`src/hdl/qft_pkg.sv`:
```
package qft_pkg;

    // Source length limit; offsets and lengths saturate against it.
    localparam longint unsigned SOURCE_LIMIT = 64'd65536;
    localparam int unsigned     SET_SLOTS    = 8;

    localparam int unsigned BYTE_W = 8;
    localparam int unsigned POS_W  = 16;
    localparam int unsigned LEN_W  = 17;
    localparam int unsigned SET_W  = 64;

    localparam longint unsigned POS_CAP_L =
        (SOURCE_LIMIT - 64'd1 < 64'hFFFF) ? SOURCE_LIMIT - 64'd1 : 64'hFFFF;
    localparam longint unsigned LEN_CAP_L =
        (SOURCE_LIMIT < 64'h1FFFF) ? SOURCE_LIMIT : 64'h1FFFF;
    localparam logic [POS_W-1:0] POS_CAP = POS_CAP_L[POS_W-1:0];
    localparam logic [LEN_W-1:0] LEN_CAP = LEN_CAP_L[LEN_W-1:0];

    localparam logic [BYTE_W-1:0] ESCAPE_BYTE = 8'h5C;

    // Configuration register indexes
    localparam int unsigned CFG_IDX_W = 3;
    localparam logic [CFG_IDX_W-1:0] REG_DELIMITER_SET  = 3'd0;
    localparam logic [CFG_IDX_W-1:0] REG_WHITESPACE_SET = 3'd1;
    localparam logic [CFG_IDX_W-1:0] REG_QUOTE_SET      = 3'd2;
    localparam logic [CFG_IDX_W-1:0] REG_TRIM_ENABLE    = 3'd3;
    localparam logic [CFG_IDX_W-1:0] REG_COMPRESS_EMPTY = 3'd4;

    localparam logic [SET_W-1:0] DELIMITER_SET_RST  = 64'd44;
    localparam logic [SET_W-1:0] WHITESPACE_SET_RST = 64'h0D0A0920;
    localparam logic [SET_W-1:0] QUOTE_SET_RST      = 64'd34;

    // Result queue
    localparam int unsigned FIFO_DEPTH = 4;
    localparam int unsigned FIFO_AW    = 2;
    localparam int unsigned FIFO_CW    = FIFO_AW + 1;

    typedef struct packed {
        logic [POS_W-1:0]  token_start;
        logic [LEN_W-1:0]  token_length;
        logic [BYTE_W-1:0] ending_delimiter;
        logic              last_token;
    } result_t;

    // Zero never matches; zero slots are unused.
    function automatic logic in_set(input logic [SET_W-1:0] set, input logic [BYTE_W-1:0] b);
        logic hit;
        hit = 1'b0;
        for (int i = 0; i < SET_SLOTS; i++) begin
            if ((b != '0) && (set[BYTE_W*i +: BYTE_W] == b)) begin
                hit = 1'b1;
            end
        end
        return hit;
    endfunction

endpackage

```
`src/hdl/quoted_field_tokenizer.sv`:
```
// Channel  Direction  Handshake              Payload
// in       sink       in_valid / in_stall    source_byte, is_last
// out      source     out_valid / out_stall  token_start, token_length,
//                                            ending_delimiter, last_token
// cfg      sink       cfg_we                 cfg_index, cfg_data
//
// One source byte is taken per cycle; its token work is done in the cycle it
// is accepted and the results (none, one or two) land in a four-entry queue.
// in_stall rises while fewer than two queue entries are free, so the rate is
// one byte per cycle as long as the output side takes one result per cycle.
// A result is written into the queue when its byte is accepted and shows on out once the results ahead of it are taken.
// Reset (rst_n low, asynchronous) empties the queue, clears the token state
// and loads the register reset values.
module quoted_field_tokenizer
    import qft_pkg::*;
(
    input  logic                 clk,
    input  logic                 rst_n,

    input  logic                 in_valid,
    output logic                 in_stall,
    input  logic [BYTE_W-1:0]    source_byte,
    input  logic                 is_last,

    output logic                 out_valid,
    input  logic                 out_stall,
    output logic [POS_W-1:0]     token_start,
    output logic [LEN_W-1:0]     token_length,
    output logic [BYTE_W-1:0]    ending_delimiter,
    output logic                 last_token,

    input  logic                 cfg_we,
    input  logic [CFG_IDX_W-1:0] cfg_index,
    input  logic [SET_W-1:0]     cfg_data
);

    // ------------------------------------------------------------------
    // Configuration registers
    // ------------------------------------------------------------------
    logic [SET_W-1:0] delim_set_reg;
    logic [SET_W-1:0] ws_set_reg;
    logic [SET_W-1:0] quote_set_reg;
    logic             trim_reg;
    logic             compress_reg;

    always_ff @(posedge clk or negedge rst_n)
    begin
        if (!rst_n)
        begin
            delim_set_reg <= DELIMITER_SET_RST;
            ws_set_reg    <= WHITESPACE_SET_RST;
            quote_set_reg <= QUOTE_SET_RST;
            trim_reg      <= 1'b0;
            compress_reg  <= 1'b0;
        end
        else if (cfg_we)
        begin
            case (cfg_index)
                REG_DELIMITER_SET:  delim_set_reg <= cfg_data;
                REG_WHITESPACE_SET: ws_set_reg    <= cfg_data;
                REG_QUOTE_SET:      quote_set_reg <= cfg_data;
                REG_TRIM_ENABLE:    trim_reg      <= cfg_data[0];
                REG_COMPRESS_EMPTY: compress_reg  <= cfg_data[0];
                default:            ;   // unknown index: ignored
            endcase
        end
    end

    // ------------------------------------------------------------------
    // Token state
    // ------------------------------------------------------------------
    logic [POS_W-1:0]  pos_reg,   pos_next;
    logic [POS_W-1:0]  start_reg, start_next;
    logic [LEN_W-1:0]  len_reg,   len_next;
    logic [LEN_W-1:0]  pend_reg,  pend_next;    // trailing unquoted whitespace
    logic [BYTE_W-1:0] quote_reg, quote_next;   // open quote byte, 0 if none
    logic              esc_reg,   esc_next;
    logic              given_reg, given_next;   // a token already given

    logic    in_accept;
    logic    is_delim, is_quote, is_ws;
    logic    do_count, ended;
    logic [LEN_W-1:0] tok_len;
    result_t res_a, res_b;
    logic    res_a_valid, res_b_valid;

    assign in_accept = in_valid && !in_stall;

    assign is_delim = in_set(delim_set_reg, source_byte);
    assign is_quote = in_set(quote_set_reg, source_byte);
    assign is_ws    = in_set(ws_set_reg, source_byte);

    always_comb
    begin
        start_next = start_reg;
        len_next   = len_reg;
        pend_next  = pend_reg;
        quote_next = quote_reg;
        esc_next   = esc_reg;
        given_next = given_reg;
        pos_next   = pos_reg;
        do_count   = 1'b0;
        ended      = 1'b0;

        // Byte role, in priority order: escaped, backslash, delimiter,
        // closing quote, opening quote, whitespace, ordinary.
        if (esc_reg)
        begin
            do_count = 1'b1;
            esc_next = 1'b0;
        end
        else if (source_byte == ESCAPE_BYTE)
        begin
            do_count  = 1'b1;
            pend_next = '0;
            esc_next  = 1'b1;
        end
        else if ((quote_reg == '0) && is_delim)
        begin
            ended = 1'b1;
        end
        else if ((quote_reg != '0) && (source_byte == quote_reg))
        begin
            quote_next = '0;
            do_count   = 1'b1;
        end
        else if ((quote_reg == '0) && is_quote)
        begin
            quote_next = source_byte;
            pend_next  = '0;
            do_count   = 1'b1;
        end
        else if (trim_reg)
        begin
            if ((quote_reg == '0) && is_ws)
            begin
                // leading whitespace is dropped, inner whitespace held back
                if (len_reg != '0)
                begin
                    if (pend_reg < LEN_CAP)
                    begin
                        pend_next = pend_reg + LEN_W'(1);
                    end
                    do_count = 1'b1;
                end
            end
            else
            begin
                pend_next = '0;
                do_count  = 1'b1;
            end
        end
        else
        begin
            do_count = 1'b1;
        end

        if (do_count)
        begin
            if (len_reg == '0)
            begin
                start_next = pos_reg;
            end
            if (len_reg < LEN_CAP)
            begin
                len_next = len_reg + LEN_W'(1);
            end
        end

        // Token as it stands after this byte (unchanged when a delimiter ends it)
        tok_len = (len_next > pend_next) ? len_next - pend_next : '0;

        res_a.token_start      = (tok_len == '0) ? '0 : start_next;
        res_a.token_length     = tok_len;
        res_a.ending_delimiter = ended ? source_byte : '0;
        res_a.last_token       = !ended && is_last;

        if (ended)
        begin
            res_a_valid = !((tok_len == '0) && compress_reg && given_reg);
        end
        else
        begin
            res_a_valid = is_last;   // end of source: always given
        end

        // Delimiter as last byte: a final empty token follows
        res_b.token_start      = '0;
        res_b.token_length     = '0;
        res_b.ending_delimiter = '0;
        res_b.last_token       = 1'b1;
        res_b_valid            = ended && is_last;

        if (res_a_valid)
        begin
            given_next = 1'b1;
        end

        if (ended || is_last)
        begin
            start_next = '0;
            len_next   = '0;
            pend_next  = '0;
            quote_next = '0;
            esc_next   = 1'b0;
        end

        if (is_last)
        begin
            pos_next   = '0;
            given_next = 1'b0;
        end
        else if (pos_reg < POS_CAP)
        begin
            pos_next = pos_reg + POS_W'(1);
        end
    end

    always_ff @(posedge clk or negedge rst_n)
    begin
        if (!rst_n)
        begin
            pos_reg   <= '0;
            start_reg <= '0;
            len_reg   <= '0;
            pend_reg  <= '0;
            quote_reg <= '0;
            esc_reg   <= 1'b0;
            given_reg <= 1'b0;
        end
        else if (in_accept)
        begin
            pos_reg   <= pos_next;
            start_reg <= start_next;
            len_reg   <= len_next;
            pend_reg  <= pend_next;
            quote_reg <= quote_next;
            esc_reg   <= esc_next;
            given_reg <= given_next;
        end
    end

    // ------------------------------------------------------------------
    // Result queue: up to two writes per cycle, one read
    // ------------------------------------------------------------------
    result_t              fifo_reg [FIFO_DEPTH];
    logic [FIFO_AW-1:0]   wr_ptr_reg, wr_ptr_next;
    logic [FIFO_AW-1:0]   rd_ptr_reg, rd_ptr_next;
    logic [FIFO_CW-1:0]   count_reg,  count_next;
    logic                 push_0, push_1, pop;
    result_t              push_0_data;
    logic [FIFO_AW-1:0]   wr_ptr_plus1;
    logic [FIFO_CW-1:0]   push_cnt;

    assign in_stall  = count_reg > FIFO_CW'(FIFO_DEPTH - 2);
    assign out_valid = count_reg != '0;
    assign pop       = out_valid && !out_stall;

    // a lone second result takes the first slot
    assign push_0      = in_accept && (res_a_valid || res_b_valid);
    assign push_1      = in_accept && res_a_valid && res_b_valid;
    assign push_0_data = res_a_valid ? res_a : res_b;
    assign wr_ptr_plus1 = wr_ptr_reg + FIFO_AW'(1);

    always_comb
    begin
        push_cnt    = FIFO_CW'(push_0) + FIFO_CW'(push_1);
        wr_ptr_next = wr_ptr_reg + push_cnt[FIFO_AW-1:0];
        rd_ptr_next = pop ? rd_ptr_reg + FIFO_AW'(1) : rd_ptr_reg;
        count_next  = count_reg + push_cnt - FIFO_CW'(pop);
    end

    always_ff @(posedge clk or negedge rst_n)
    begin
        if (!rst_n)
        begin
            wr_ptr_reg <= '0;
            rd_ptr_reg <= '0;
            count_reg  <= '0;
        end
        else
        begin
            wr_ptr_reg <= wr_ptr_next;
            rd_ptr_reg <= rd_ptr_next;
            count_reg  <= count_next;
        end
    end

    always_ff @(posedge clk)
    begin
        if (push_0)
        begin
            fifo_reg[wr_ptr_reg] <= push_0_data;
        end
        if (push_1)
        begin
            fifo_reg[wr_ptr_plus1] <= res_b;
        end
    end

    assign token_start      = fifo_reg[rd_ptr_reg].token_start;
    assign token_length     = fifo_reg[rd_ptr_reg].token_length;
    assign ending_delimiter = fifo_reg[rd_ptr_reg].ending_delimiter;
    assign last_token       = fifo_reg[rd_ptr_reg].last_token;

`ifndef SYNTHESIS
    a_count_bound: assert property (@(posedge clk) disable iff (!rst_n)
        count_reg <= FIFO_CW'(FIFO_DEPTH))
        else $error("result queue over-filled");

    a_room_for_two: assert property (@(posedge clk) disable iff (!rst_n)
        in_accept |-> count_reg <= FIFO_CW'(FIFO_DEPTH - 2))
        else $error("item accepted without room for two results");

    a_last_rewinds: assert property (@(posedge clk) disable iff (!rst_n)
        in_accept && is_last |=> (pos_reg == '0) && (len_reg == '0) && !given_reg)
        else $error("state not cleared after end of source");

    a_last_gives_result: assert property (@(posedge clk) disable iff (!rst_n)
        in_accept && is_last |=> count_reg != '0)
        else $error("end of source gave no result");
`endif

endmodule
```
`config.mk`:
```
export PLATFORM = sky130hd
export DESIGN_NAME = quoted_field_tokenizer
export DESIGN_NICKNAME = d
export VERILOG_FILES = /design/src/hdl/qft_pkg.sv /design/src/hdl/quoted_field_tokenizer.sv
export SDC_FILE = /design/constraint.sdc
export NUM_CORES = 1
export LEC_CHECK = 0
export ABC_AREA = 0
export BUFFER_PORTS_ARGS = -buffer_cell sky130_fd_sc_hd__buf_2
export CAP_MARGIN = 20
export CORE_ASPECT_RATIO = 0.6
export CORE_UTILIZATION = 56
export CTS_CLUSTER_DIAMETER = 80
export DETAILED_ROUTE_END_ITERATION = 16
export PLACE_DENSITY = 0.85
export SYNTH_ARGS = -nofsm -noshare
export SYNTH_HDL_FRONTEND = slang
export SYNTH_SLANG_ARGS = --single-unit
```
`constraint.sdc`:
```
create_clock -name clk -period 13.4 [get_ports clk]
set_clock_uncertainty 0.1 [all_clocks]
set_input_delay 2.68 -clock clk [delete_from_list [all_inputs] [get_ports clk]]
set_output_delay 2.68 -clock clk [all_outputs]
set_load 0.01 [all_outputs]
```
==> reports/results.txt <==
Final cell count without fillers - 2937
Rel. slew slack - 0.191
DR vias - 19600
CTS Buffer Depth - 3
IO Port Bufs - 124
Post-route setup slack - 2.44 ns
Global route total overflow - 0
Routing usage on met3 - 0.0922
Met1 usage - 0.459
Hold Buf Count CTS - 0
Leak - 10.3 nW
Vias in the first global route - 19500
Pre-antenna DRT Iters - 6
Min cycle time layout - 10.96 ns
Fin crit share - 0.818
Top Usage Layer GRT - met2
Cell internal pwr - 2.89 mW
Critical R2R Launch - len_reg[0]$_DFFE_PN0P_
Total power - 4.50 mW
Sw Pwr - 1.61 mW
Most numerous cell in the Yosys netlist - dfrtp_1
Crit Path Max Fanout - 27
GPL Wtd Cong - 0.966
Initial Utilization - 0.573
Synth cell count leaders - dfrtp_1, mux2_2, nand3_1
#FFs+latches synth - 445
H-tree Lvls - 2
DRT iter0 DRCs - 2997
Top Family by Delay on Critical Path - simple AND/OR/NAND/NOR gates
DRC - 0
TritonCTS Buffers - 41
Net Count, Synth - 2434
Placed Area - 24200 um2
Power share of the sequential group - 0.409
Worst path required time - 13.76 ns
Final #Nets - 2451
Clock share of power - 0.276
Largest register FFs - 168
Async set-reset flop share out of synthesis - 0.622
Final HPWL DP - 44400 um
Yosys warnings - 0
Reg2Reg Depth - 27
Post_cts resized - 0
Yosys top cell area share - 0.283
Post-route cell area - 25700 um2
Site row count - 57
Setup Fix Bufs, Post-CTS - 0
Worst setup SP type - input port
R2r setup slk - 4.64 ns
TritonCTS clock tree - yes
Hold Fails Final Rpt - 0
FF-to-FF End - count_reg[2]$_DFF_PN0_
Pin count of the biggest net entering global routing - 76
RSZ-0062 raised after global routing - false
Crit-path slowest cell - buf_2
Hold Path Class - flip-flop to flip-flop
Critical path depth - 30
Root Driver - clkbuf_16
Worst Hold End - fifo_reg[3][33]$_SDFFE_PP0P_
Run status - complete, no violations
Fin Setup TNS - 0 ns
Hold Path Depth - 2
PD cells - 175 nW/um2
Combinational power share - 0.315
Sw Share - 0.358
Arr. time, crit path - 11.32 ns
Area grow syn2layout - 9.78%
Met2 usage - 0.466
Total placed cells including tap cells - 2857
Max Slew Vio Count - 0
Global-route wire length before repair - 109000 um
Setup CP Type - input port to flip-flop
Synth area leader - dfrtp_1
Synth cell types - 75
GRT Total Usage - 0.322
Dpl ws - 2.02 ns
CTS clk-pin slew, worst paths - 0.07 ns
Core area - 40800 um2
Worst VDD drop - 0.0991 mV
Clock sink count - 445
Vias per cell - 6.66
FILL cells - 3139
I/O pin total - 125
Ranking of synthesized cells by area - dfrtp_1, dfxtp_1, mux2_2, xor2_1, mux4_2
Critical path's largest stage delay - 0.67 ns
Register area share after synthesis - 0.441
Horiz. Die Dim - 266 um
Syn Area/Cell - 10.1 um2
Die Height - 160 um
Detailed Route WL - 68800 um
Die area - 42600 um2
Max cap viols - 0
Worst Min Path Start - fifo_reg[3][33]$_SDFFE_PP0P_
Share of cells above drive strength 1 - 0.219
Post-synth EDFFs - 0
Endpoint class of the critical path - flip-flop
Final ANT Viol Nets - 0
Initial antenna violation count - 4
Fmax - 91.2 MHz
Synthesized area - 23400 um2
Setup violators final - 0
Post-synthesis instance total - 2325
Ys flop type - dfrtp_1
Critical Path Most Common Cell - ha_1
CP Buf/Inv Count - 5
Clk Latency, worst-skew pair - 0.57 ns
Post-DR wirelength/cell - 23.4 um
Tightest Pin Transition - 1.20 ns
metrics by stage:
step	util	hold slack, ns
5_1_grt	0.629	0.367
3_3_place_gp	0.593	0.334
6_report	0.629	0.350
4_1_cts	0.628	0.349
2_1_floorplan	-	0.325
3_5_place_dp	0.594	0.339
placed cells by master, fill, tap and decap left out, drive strengths merged, types with 42 or more instances in the layout:
cell,synthesis,routed
dfrtp,264,264
nor4,46,46
mux4,42,42
o21ai,218,218
mux2,197,197
clkbuf,115,61
nor2,72,72
nand2,120,120
xnor2,106,106
xor2,138,138
buf,73,161
nor3,47,47
dfxtp,168,168
nand3,188,188
a21oi,180,180
cell type report:
cell class / count / area [um2] / share of cell area
diodes: 3 / 7.51 / 0.000292
clock buffers: 61 / 1210 / 0.0473
clock inverters: 14 / 183 / 0.00712
inverters: 32 / 120 / 0.00468
multi-input cells: 1660 / 12200 / 0.474
flip-flops and latches: 445 / 10300 / 0.402
well taps: 560 / 701 / 0.0273
repair buffers: 162 / 961 / 0.0374
worst reg2reg max path, cell delays in order (launching register included):
cell     delay, ns
dfrtp_1       0.46
inv_1         0.08
ha_1          0.30
nor4b_1       0.18
nand4_1       0.39
nor3b_1       0.83
nand3_1       0.50
or3_1         0.51
or2_2         0.30
a21o_1        0.20
a21oi_1       0.16
ha_1          0.26
nand4_1       0.28
nor4_1        0.53
nor3_1        0.20
xnor2_1       0.22
or4_1         0.56
nor4_1        0.35
a41oi_2       0.29
nor2_1        0.52
nor2_1        0.09
ha_1          0.31
inv_1         0.05
ha_1          0.27
inv_1         0.04
ha_1          0.19
fa_1          0.38
xnor2_1       0.14
per-layer routing:
layer | routed length [um] | share of wire | vias to the layer above
met5 | 8 | 0.00012 | -
met4 | 2200 | 0.032 | 2
met3 | 8130 | 0.12 | 219
met2 | 29700 | 0.43 | 1273
met1 | 28800 | 0.42 | 9656
li1 | - | - | 8405
worst max path at each step:
| stage | start | to | slack [ns] |
|---|---|---|---|
| final | source_byte[5] | count_reg[2]$_DFF_PN0_ | 2.44 |
| after global routing | source_byte[7] | count_reg[2]$_DFF_PN0_ | 1.98 |
| after CTS | source_byte[1] | count_reg[2]$_DFF_PN0_ | 2.50 |
| after global placement | source_byte[4] | count_reg[2]$_DFF_PN0_ | 2.42 |
| after floorplan | source_byte[5] | count_reg[2]$_DFF_PN0_ | 3.78 |
| after detailed placement | source_byte[1] | count_reg[2]$_DFF_PN0_ | 2.02 |
power groups by stage:
stage               Combinational, mW  Sequential (mW)  Clock [mW]
floorplan                        1.03             1.75           0
global placement                 1.32             1.83           0
detailed placement               1.37             1.85           0
CTS                              1.38             1.83        1.24
global route                     1.52             1.87        1.30
finish                           1.42             1.84        1.24
cell families after synthesis:
logic type | share of synthesized area
AO/OA/AOI/OAI | 0.133
XOR/XNOR | 0.0914
adder cells (fa/ha/maj) | 0.0156
buffers and inverters | 0.0433
flip-flops | 0.441
multiplexers | 0.143
AND/OR/NAND/NOR | 0.133
(Power assumes the default switching activity.)
